<file path="src/rtl/srs_pkg.sv">
// Shared types, constants and helpers for the streaming substring replacer.
package srs_pkg;

    localparam int MAX_PATTERN     = 8;
    localparam int MAX_REPLACEMENT = 8;
    localparam int BYTE_W          = 8;
    localparam int WIN_DEPTH       = 8;
    localparam int MAX_RESULTS     = 8;
    localparam int LEN_W           = 4;
    localparam int FILL_W          = $clog2(WIN_DEPTH);
    localparam int PTR_W           = $clog2(MAX_RESULTS);
    localparam int CNT_W           = $clog2(MAX_RESULTS + 1);
    localparam int CFG_DATA_W      = 64;
    localparam int CFG_ADDR_W      = 5;

    typedef enum logic [1:0] {
        REG_MATCH_PATTERN      = 2'd0,
        REG_PATTERN_LENGTH     = 2'd1,
        REG_REPLACEMENT_TEXT   = 2'd2,
        REG_REPLACEMENT_LENGTH = 2'd3
    } cfg_idx_t;

    typedef logic [BYTE_W-1:0] byte_t;

    // Configuration as seen by the datapath.
    typedef struct packed {
        logic [MAX_PATTERN*BYTE_W-1:0]     pattern;
        logic [LEN_W-1:0]                  pattern_len;
        logic [MAX_REPLACEMENT*BYTE_W-1:0] replacement;
        logic [LEN_W-1:0]                  replacement_len;
    } cfg_t;

    // Result list produced by one input transaction.
    typedef struct packed {
        byte_t [MAX_RESULTS-1:0] bytes;
        logic  [CNT_W-1:0]       cnt;
        logic                    last_is_end;
    } res_t;

    // Lengths above the cap saturate to the cap.
    function automatic logic [LEN_W-1:0] sat_len(input logic [LEN_W-1:0] len,
                                                  input logic [LEN_W-1:0] cap);
        sat_len = (len > cap) ? cap : len;
    endfunction

endpackage

</file>
<file path="src/rtl/srs_engine.sv">
// Window storage, pattern compare and result-list generation for one transaction.
module srs_engine (
    input  logic             aclk,
    input  logic             aresetn,
    input  logic             item_accept,
    input  srs_pkg::byte_t   in_char,
    input  logic             is_end,
    input  srs_pkg::cfg_t    cfg,
    output srs_pkg::res_t    res
);
    import srs_pkg::*;

    byte_t [WIN_DEPTH-1:0] win_reg;
    byte_t [WIN_DEPTH-1:0] win_next;
    logic  [FILL_W-1:0]    fill_reg;
    logic  [FILL_W-1:0]    fill_next;

    logic  [LEN_W-1:0]     plen;
    logic  [LEN_W-1:0]     rlen;
    logic  [LEN_W-1:0]     fill_ext;
    logic                  stale;
    logic                  full;
    logic                  match;
    byte_t [WIN_DEPTH-1:0] ins;

    always_comb begin
        plen     = sat_len(cfg.pattern_len, LEN_W'(MAX_PATTERN));
        rlen     = sat_len(cfg.replacement_len, LEN_W'(MAX_REPLACEMENT));
        fill_ext = LEN_W'(fill_reg);
        stale    = (plen == '0) || (fill_ext >= plen);
        full     = (fill_ext + LEN_W'(1)) == plen;

        ins = win_reg;
        ins[fill_reg] = in_char;

        match = 1'b1;
        for (int i = 0; i < WIN_DEPTH; i++) begin
            if ((LEN_W'(i) < plen) && (ins[i] != cfg.pattern[i*BYTE_W +: BYTE_W])) begin
                match = 1'b0;
            end
        end
    end

    always_comb begin
        res       = '0;
        win_next  = win_reg;
        fill_next = fill_reg;
        priority if (is_end || stale) begin
            // Flush pending bytes, then either the end marker or this byte.
            for (int i = 0; i < MAX_RESULTS; i++) begin
                if (LEN_W'(i) < fill_ext) begin
                    res.bytes[i] = win_reg[i];
                end else begin
                    res.bytes[i] = is_end ? '0 : in_char;
                end
            end
            res.cnt         = CNT_W'(fill_ext) + CNT_W'(1);
            res.last_is_end = is_end;
            fill_next       = '0;
        end else if (!full) begin
            win_next  = ins;
            fill_next = fill_reg + FILL_W'(1);
        end else if (match) begin
            for (int i = 0; i < MAX_RESULTS; i++) begin
                res.bytes[i] = cfg.replacement[i*BYTE_W +: BYTE_W];
            end
            res.cnt   = CNT_W'(rlen);
            fill_next = '0;
        end else begin
            // Emit the oldest byte and slide the window by one.
            res.bytes[0] = ins[0];
            res.cnt      = CNT_W'(1);
            for (int i = 0; i < WIN_DEPTH - 1; i++) begin
                win_next[i] = ins[i+1];
            end
            win_next[WIN_DEPTH-1] = ins[WIN_DEPTH-1];
            fill_next = FILL_W'(plen - LEN_W'(1));
        end
    end

    always_ff @(posedge aclk) begin
        if (!aresetn) begin
            fill_reg <= '0;
        end else if (item_accept) begin
            fill_reg <= fill_next;
        end
    end

    always_ff @(posedge aclk) begin
        if (item_accept) begin
            win_reg <= win_next;
        end
    end

endmodule

</file>
<file path="src/rtl/substring_replace_stream_top.sv">
// Top level of the streaming substring replacer: register port, engine and output buffer.
//
// This block takes a text stream one byte per transaction, with a final transaction whose
// s_is_end flag marks the end of the string, and replaces every leftmost, non-overlapping
// occurrence of the configured pattern (up to 8 bytes) with the configured replacement
// (up to 8 bytes, possibly empty). A byte that arrives while the window is filling
// produces no output; a completed window produces either the replacement or its oldest
// byte; the end transaction flushes the window and ends with one result that has
// m_out_end set and m_out_char zero. The whole decision for an input transaction is
// made in the cycle it is accepted, and its results (up to 8) are loaded into an
// output buffer that drains one result per cycle while m_ready is high, the first one
// visible the cycle after acceptance. A new input is accepted whenever that buffer is
// empty or is handing over its last result, so the block takes one byte per cycle as
// long as each byte yields at most one result and m_ready stays high; a transaction
// that yields results holds off the next input until the buffer hands over its last
// one, and one that yields none leaves the input free. Lengths above 8 saturate to 8 and
// an empty pattern passes text through. Registers sit at byte addresses 0, 8, 16 and 24
// (pattern, pattern length, replacement, replacement length), are 64 bits wide, reset to
// zero, and should only be written while no transaction is in flight.
module substring_replace_stream_top (
    input  logic                                aclk,
    input  logic                                aresetn,
    // Input stream
    input  logic                                s_valid,
    output logic                                s_ready,
    input  logic [srs_pkg::BYTE_W-1:0]          s_in_char,
    input  logic                                s_is_end,
    // Result stream
    output logic                                m_valid,
    input  logic                                m_ready,
    output logic [srs_pkg::BYTE_W-1:0]          m_out_char,
    output logic                                m_out_end,
    // Register port
    input  logic                                psel,
    input  logic                                penable,
    input  logic                                pwrite,
    input  logic [srs_pkg::CFG_ADDR_W-1:0]      paddr,
    input  logic [srs_pkg::CFG_DATA_W-1:0]      pwdata,
    output logic [srs_pkg::CFG_DATA_W-1:0]      prdata,
    output logic                                pready
);
    import srs_pkg::*;

    cfg_t     cfg_reg;
    cfg_idx_t cfg_idx;
    logic     cfg_write;

    res_t     res;
    logic     item_accept;

    byte_t [MAX_RESULTS-1:0] obuf_data_reg;
    logic  [CNT_W-1:0]       obuf_cnt_reg;
    logic  [CNT_W-1:0]       obuf_cnt_next;
    logic  [PTR_W-1:0]       obuf_ptr_reg;
    logic  [PTR_W-1:0]       obuf_ptr_next;
    logic                    obuf_end_reg;
    logic                    obuf_pop;

    // Register port: zero wait states, the word index comes from the upper address bits.
    assign pready    = 1'b1;
    assign cfg_idx   = cfg_idx_t'(paddr[CFG_ADDR_W-1:3]);
    assign cfg_write = psel && penable && pwrite;

    always_ff @(posedge aclk) begin
        if (!aresetn) begin
            cfg_reg <= '0;
        end else if (cfg_write) begin
            unique case (cfg_idx)
                REG_MATCH_PATTERN:      cfg_reg.pattern         <= pwdata;
                REG_PATTERN_LENGTH:     cfg_reg.pattern_len     <= pwdata[LEN_W-1:0];
                REG_REPLACEMENT_TEXT:   cfg_reg.replacement     <= pwdata;
                REG_REPLACEMENT_LENGTH: cfg_reg.replacement_len <= pwdata[LEN_W-1:0];
            endcase
        end
    end

    always_comb begin
        unique case (cfg_idx)
            REG_MATCH_PATTERN:      prdata = cfg_reg.pattern;
            REG_PATTERN_LENGTH:     prdata = CFG_DATA_W'(cfg_reg.pattern_len);
            REG_REPLACEMENT_TEXT:   prdata = cfg_reg.replacement;
            REG_REPLACEMENT_LENGTH: prdata = CFG_DATA_W'(cfg_reg.replacement_len);
        endcase
    end

    // The input is taken when the buffer will be free at the next edge.
    assign m_valid     = (obuf_cnt_reg != '0);
    assign obuf_pop    = m_valid && m_ready;
    assign s_ready     = (obuf_cnt_reg == '0) || ((obuf_cnt_reg == CNT_W'(1)) && m_ready);
    assign item_accept = s_valid && s_ready;

    srs_engine u_engine (
        .aclk        (aclk),
        .aresetn     (aresetn),
        .item_accept (item_accept),
        .in_char     (s_in_char),
        .is_end      (s_is_end),
        .cfg         (cfg_reg),
        .res         (res)
    );

    // Output buffer: a new list replaces the drained one; otherwise step through it.
    always_comb begin
        obuf_cnt_next = obuf_cnt_reg;
        obuf_ptr_next = obuf_ptr_reg;
        priority if (item_accept) begin
            obuf_cnt_next = res.cnt;
            obuf_ptr_next = '0;
        end else if (obuf_pop) begin
            obuf_cnt_next = obuf_cnt_reg - CNT_W'(1);
            obuf_ptr_next = obuf_ptr_reg + PTR_W'(1);
        end
    end

    always_ff @(posedge aclk) begin
        if (!aresetn) begin
            obuf_cnt_reg <= '0;
            obuf_ptr_reg <= '0;
        end else begin
            obuf_cnt_reg <= obuf_cnt_next;
            obuf_ptr_reg <= obuf_ptr_next;
        end
    end

    always_ff @(posedge aclk) begin
        if (item_accept) begin
            obuf_data_reg <= res.bytes;
            obuf_end_reg  <= res.last_is_end;
        end
    end

    // The end marker, when present, is always the last result of the list.
    assign m_out_char = obuf_data_reg[obuf_ptr_reg];
    assign m_out_end  = obuf_end_reg && (obuf_cnt_reg == CNT_W'(1));

endmodule
</file>
<file path="config.mk">
export PLATFORM = sky130hd
export DESIGN_NAME = substring_replace_stream_top
export DESIGN_NICKNAME = d
export VERILOG_FILES = /design/src/rtl/srs_pkg.sv /design/src/rtl/srs_engine.sv /design/src/rtl/substring_replace_stream_top.sv
export SDC_FILE = /design/constraint.sdc
export NUM_CORES = 1
export LEC_CHECK = 0
export BUFFER_PORTS_ARGS = -buffer_cell sky130_fd_sc_hd__buf_2
export CAP_MARGIN = 20
export CORE_MARGIN = 2
export CORE_UTILIZATION = 55
export DETAILED_ROUTE_END_ITERATION = 7
export GPL_TIMING_DRIVEN = 1
export PLACE_DENSITY = 0.75
export SLEW_MARGIN = 20
export SYNTH_ARGS = -nofsm -noshare
export SYNTH_HDL_FRONTEND = slang
export SYNTH_HIERARCHICAL = 1
export SYNTH_SLANG_ARGS = --single-unit
</file>
<file path="constraint.sdc">
create_clock -name aclk -period 19.11 [get_ports aclk]
set_clock_uncertainty 0.05 [all_clocks]
set_input_delay 2.8665 -clock aclk [delete_from_list [all_inputs] [get_ports aclk]]
set_output_delay 2.8665 -clock aclk [all_outputs]
set_load 0.005 [all_outputs]
</file>
## Yosys cells after proc, flatten, opt, wreduce, memory -nomap -nowiden

Index checks and enable logic that the tools add are counted.

- Flip-flop bits (word level): 275
- Input bits: 85
- Output and inout port bits: 76
- Word-level logic and storage cells: 132

- $add $sub $neg: 5
- Order comparisons: 22
- Equal/unequal tests: 14
- Mux-type cells: 36
- Bitwise operators: 2
- Reduce and logical (&&, ||, !) cells: 29

Operators with widths:

| kind | count |
|---|---|
| 64-bit case mux with 4 select lines | 1 |
| 68-bit two-way mux | 2 |
| 64-bit two-way mux | 2 |
| 8-bit two-way mux | 11 |
| 64-bit bitwise mux | 1 |
| 8-bit inequality test | 8 |
| 56-bit two-way mux | 1 |
| 8-bit binary-select mux with 3-bit select | 1 |
| 8-bit demux with 3-bit select | 1 |
| 3-bit by 4-bit < comparator with 1-bit output (first input constant) | 4 |
| 4-bit two-way mux | 4 |
| 1-bit logical AND | 15 |
| 3-bit < comparator (first input constant) | 4 |
| 12-bit two-way mux | 1 |
| 3-bit two-way mux | 3 |
| 4-bit > comparator (second input constant) | 2 |
| 4-bit logical NOT | 2 |
| 1-bit by 4-bit < comparator with 1-bit output (first input constant) | 2 |
| 2-bit by 4-bit < comparator with 1-bit output (first input constant) | 2 |
| 3-bit by 4-bit < comparator with 1-bit output (second input constant) | 2 |
| 1-bit two-way mux | 8 |
| 2-bit AND reduction | 4 |
| 3-bit by 1-bit adder with 3-bit output (second input constant) | 2 |
| 1-bit by 3-bit < comparator with 1-bit output (first input constant) | 2 |
| other kinds (18) | 23 |

## Logic depth before layout (Yosys ltp)

- Depth after elaboration: 19
- Gate-level depth with buffers: 17
- Gate-level depth less buffers: 13

## Hierarchy

Netlist, hierarchy kept.

Modules (own cells, without submodules):

| module | times used | cells each | area each (um^2) | seq. area each (um^2) |
|---|---|---|---|---|
| substring_replace_stream_top | 1 | 806 | 9,014.9 | 4,814.6 |
| srs_engine | 1 | 949 | 7,429.6 | 1,981.9 |

## Worst setup path before layout

No wires, ideal clock.

- Path kind: input port to flip-flop
- Start point: input s_valid
- End point: register u_engine/win_reg[0] (netlist name) (enable)
- Library setup time: 0.507 ns
- Arrival: 8.311 ns
- Data required time: 18.553 ns
- Slack: 10.242 ns
- Cell stages on the path: 5
- Path buffers: 0
- Cells stage by stage: or3b_4 -> or2_1 -> inv_1 -> nand2_1 -> a21oi_1

- Longest elaborated chain between the ends: 2

Ends and longest elaborated chain:

| element | line | text |
|---|---|---|
| start: declaration | substring_replace_stream_top.sv:24 | `input logic s_valid,` |
| 1-bit logical AND | substring_replace_stream_top.sv:90 | `assign item_accept = s_valid && s_ready;` |
| named net item_accept | substring_replace_stream_top.sv:49 | `logic item_accept;` |
| 3-bit AND reduction (no source line) | - |  |
| end signal: assignment | srs_engine.sv:91 | `win_reg <= win_next;` |
| end: declaration | srs_engine.sv:13 | `byte_t [WIN_DEPTH-1:0] win_reg;` |

The timed path passes the listed nets, and every way through them passes these cells.
A chain may end at the register's enable or synchronous reset.

## Final worst setup path

- Start point: input s_in_char[7] (netlist name)
- End point: register u_engine/win_reg[32] (netlist name) (enable)

- Longest elaborated chain between the ends: 13
- Elaborated cells on any way between the ends: 27
- Classes of those cells: 9 x eq/ne; 9 x mux; 9 x reduce/logical

Ends and longest elaborated chain:

| element | line | text |
|---|---|---|
| start: declaration | substring_replace_stream_top.sv:26 | `input logic [srs_pkg::BYTE_W-1:0] s_in_char,` |
| 64-bit bitwise mux * | srs_engine.sv:34 | `ins[fill_reg] = in_char;` |
| 8-bit inequality test | srs_engine.sv:38 | `if ((LEN_W'(i) < plen) && (ins[i] != cfg.pattern[i*BYTE_W +: BYTE_W])) begin` |
| 1-bit logical AND | srs_engine.sv:38 |  |
| 1-bit two-way mux (7 in series) | srs_engine.sv:38 |  |
| 1-bit two-way mux * | srs_engine.sv:38 |  |
| 2-bit inequality test (no source line) * | - |  |
| 3-bit AND reduction (no source line) * | - |  |

Mark *: on every way between the ends. The rest lies on a longest branch, timed or not.

==> flow_summary.toml <==
[setup_path]
worstPathMaxFanout = 41
worst-path-buf-inv = 3
cp-end-kind = "register"
criticalPathCategory = "input pin to register"
crit_chain = "buf_2 -> inv_1 -> a222oi_1 -> nand4_1 -> a211oi_1 -> nor2_1 -> nor4b_1 -> nand4b_1 -> a21boi_0 -> a21oi_4 -> buf_4"
crit_arrival_ns = 8.21
cpPeakStageDelay_ns = 0.95
critical_path_depth = 11
cp-start-kind = "input pin"
reg2reg_depth = 12
cp_top_family = "compound AO/OA/AOI/OAI gates"
critPathSlowestCell = "a21boi_0"
worstPathRequired_ns = 19.31
reg2reg_slack_ns = 12.52

[global_route]
grt_antenna_before_repair = 0
grt_pass1_vias = 13173
grt_pass1_wl_um = 78700
grtUsageTotal_pct = 32.7
grt.overflow.total = 0
grt_max_degree = 137

[floorplan]
fp.dieW_um = 177
start_util_pct = 55.6
dieArea_um2 = 31300
die_h_um = 177
io_pins = 161
fp.coreArea_um2 = 29600
rows = 63

[hold_path]
worstHoldPathCells = 2
worstHoldPathType = "register to register"

[sta]
maxSlewViolCount = 0
period_minus_slack_ns = 8.01
tightest_slew_ns = 1.12
fin_crit_sh_pct = 41.9
finalSetupTns_ns = 0
max_freq_mhz = 125
max_slew_margin_pct = 25.2
rsz0062_at_grt = "false"
final-hold-violation-count = 0
setup_violations = 0

[synthesis]
netlist_area_um2 = 16400
synth.top_cells.by_area = "edfxtp_1, dfxtp_1, mux2i_1, nand2_1, nor2_1"
ys.flop_type = "dfxtp_1"
ys_ff_latch = 275
synth_nets = 1852
yosys_warnings = 6
synth_area_per_cell_um2 = 9.37
ys_types = 80
ys_seq_area_share_pct = 41.3
yosys.area.top_type = "edfxtp_1"
syn_inst = 1755
synth_top_area_share_pct = 23.6
synth-edff-count = 129
synth-async-reset-ratio_pct = 0

[cells_and_area]
fillers = 2480
drive_gt1_share_pct = 15.2
fin_nets = 1918
largest_reg_flops = 136
final_cell_mix = "nand2_1, mux2i_1, nor2_1, buf_2, dfxtp_1"
layout_commonest_cell = "nand2_1"
antenna_cells = 0
syn_to_final_growth_pct = 11.1

[placed_design]
place_congestion = 0.967
dp_hpwl_um = 36100
port_buffers = 156

[clock_network]
clkTransAtPathRegs_ns = 0.06
htreeDepth = 1
cts_max_path_buffers = 3
clk_latency_ns = 0.56
cts-hold-fix-buffers = 0
clockRootBuffer = "clkbuf_16"
numCtsBuffers = 30
postCtsSetupRepairBufs = 0
clock_sinks = 275
cts_resized = 0
tritoncts = "done"

[power]
fin_total_pwr_mw = 1.56
ir_drop_mv = 0.0739
p_per_area_nw_per_um2 = 85.1
leakagePower_nw = 7.17

[route]
routed_wl_um = 52400
ant_nets = 0
vias_per_cell = 6.44
drt_first_iter_violations = 1944
drt_first_pass_iters = 6
vias = 14402
wl_per_cell_um = 23.4
post-route-drc-count = 0

[job]
maxCapViolCount = 0

[run_status]
status = "complete, no violations"
[worst paths after layout]
| check | start | end |
|---|---|---|
| max | s_in_char[7] | u_engine/win_reg[32] |
| min | cfg_reg[35] | cfg_reg[35] |
| max reg2reg | u_engine/fill_reg[1] | u_engine/win_reg[32] |
| min reg2reg | cfg_reg[35] | cfg_reg[35] |
[metrics by stage]
step / area (um^2) / worst slack, ns / instances / hold WS, ns / util (%)
3_5_place_dp: 17200 / 10.84 / 2179 / 0.419 / 58.2
5_1_grt: 18300 / 11.10 / 2235 / 0.444 / 61.8
2_1_floorplan: 16400 / 10.24 / 1755 / 0.395 / -
6_report: 18300 / 11.10 / 2235 / 0.428 / 61.8
3_3_place_gp: 17200 / 10.88 / 2179 / 0.407 / 58.2
4_1_cts: 18300 / 11.42 / 2235 / 0.427 / 61.8
[kinds of logic (layout without fill, tap and decap cells)]
group | after synthesis | after routing | synth area share (%)
AO/OA/AOI/OAI | 351 | 351 | 15.2
XOR/XNOR | 55 | 55 | 2.93
adder cells (fa/ha/maj) | 12 | 12 | 0.913
flip-flops | 275 | 275 | 41.3
other | 1 | 1 | 0.0228
multiplexers | 274 | 274 | 18.7
AND/OR/NAND/NOR | 581 | 581 | 15.3
buffers and inverters | 206 | 296 | 5.63
[area by class of cell]
cell class,instances,area [um^2],share of cell area [%]
Clock buffer,41,938,5.14
Clock inverter,15,119,0.651
Inverter,66,248,1.36
Multi-Input combinational cell,1274,8750,47.9
Sequential cell,275,6800,37.2
Tap cell,390,488,2.67
Timing Repair Buffer,174,925,5.06
[worst register-to-register path: cells and delay by family (launching register included)]
kind	cells	cell delay (ns)
AND/OR/NAND/NOR	4	2.32
adder cells (fa/ha/maj)	1	0.18
AO/OA/AOI/OAI	4	2.14
multiplexers	1	0.28
flip-flops	1	0.61
buffers and inverters	2	0.67
[metal layers]
metal / GRT usage, % / part of all wire (%) / vias to the layer above
met2: 48.8 / 44 / 915
met1: 47.7 / 42 / 6904
met4: 10.4 / 2.9 / 0
met5: 0 / 0 / -
met3: 6.49 / 12 / 110
li1: - / - / 6473
[power breakdown]
| group | internal (mW) | leakage, nW | switching, mW |
|---|---|---|---|
| clock network | 0.359 | 0.529 | 0.247 |
| logic | 0.0997 | 4.28 | 0.129 |
| registers | 0.685 | 2.36 | 0.0356 |
[synthesized netlist by cell type, drive strengths merged, types with 6 or more instances]
cell type  number
buf            62
o221ai         35
nor3            9
nand4           6
a211o           9
edfxtp        129
dfxtp         146
clkbuf         78
a22o           52
a21oi          44
o22ai          40
xnor2          26
xor2           29
mux4           20
nand3          10
nand2         312
a221oi          7
o32ai           8
ha             12
mux2           13
or2             9
o2bb2ai         8
o21ai          77
nor2          172
mux2i         241
a222oi          7
a31oi          11
o211ai          7
nand2b         16
nor2b           6
a22oi          20
inv            64
(Power assumes the default switching activity.)
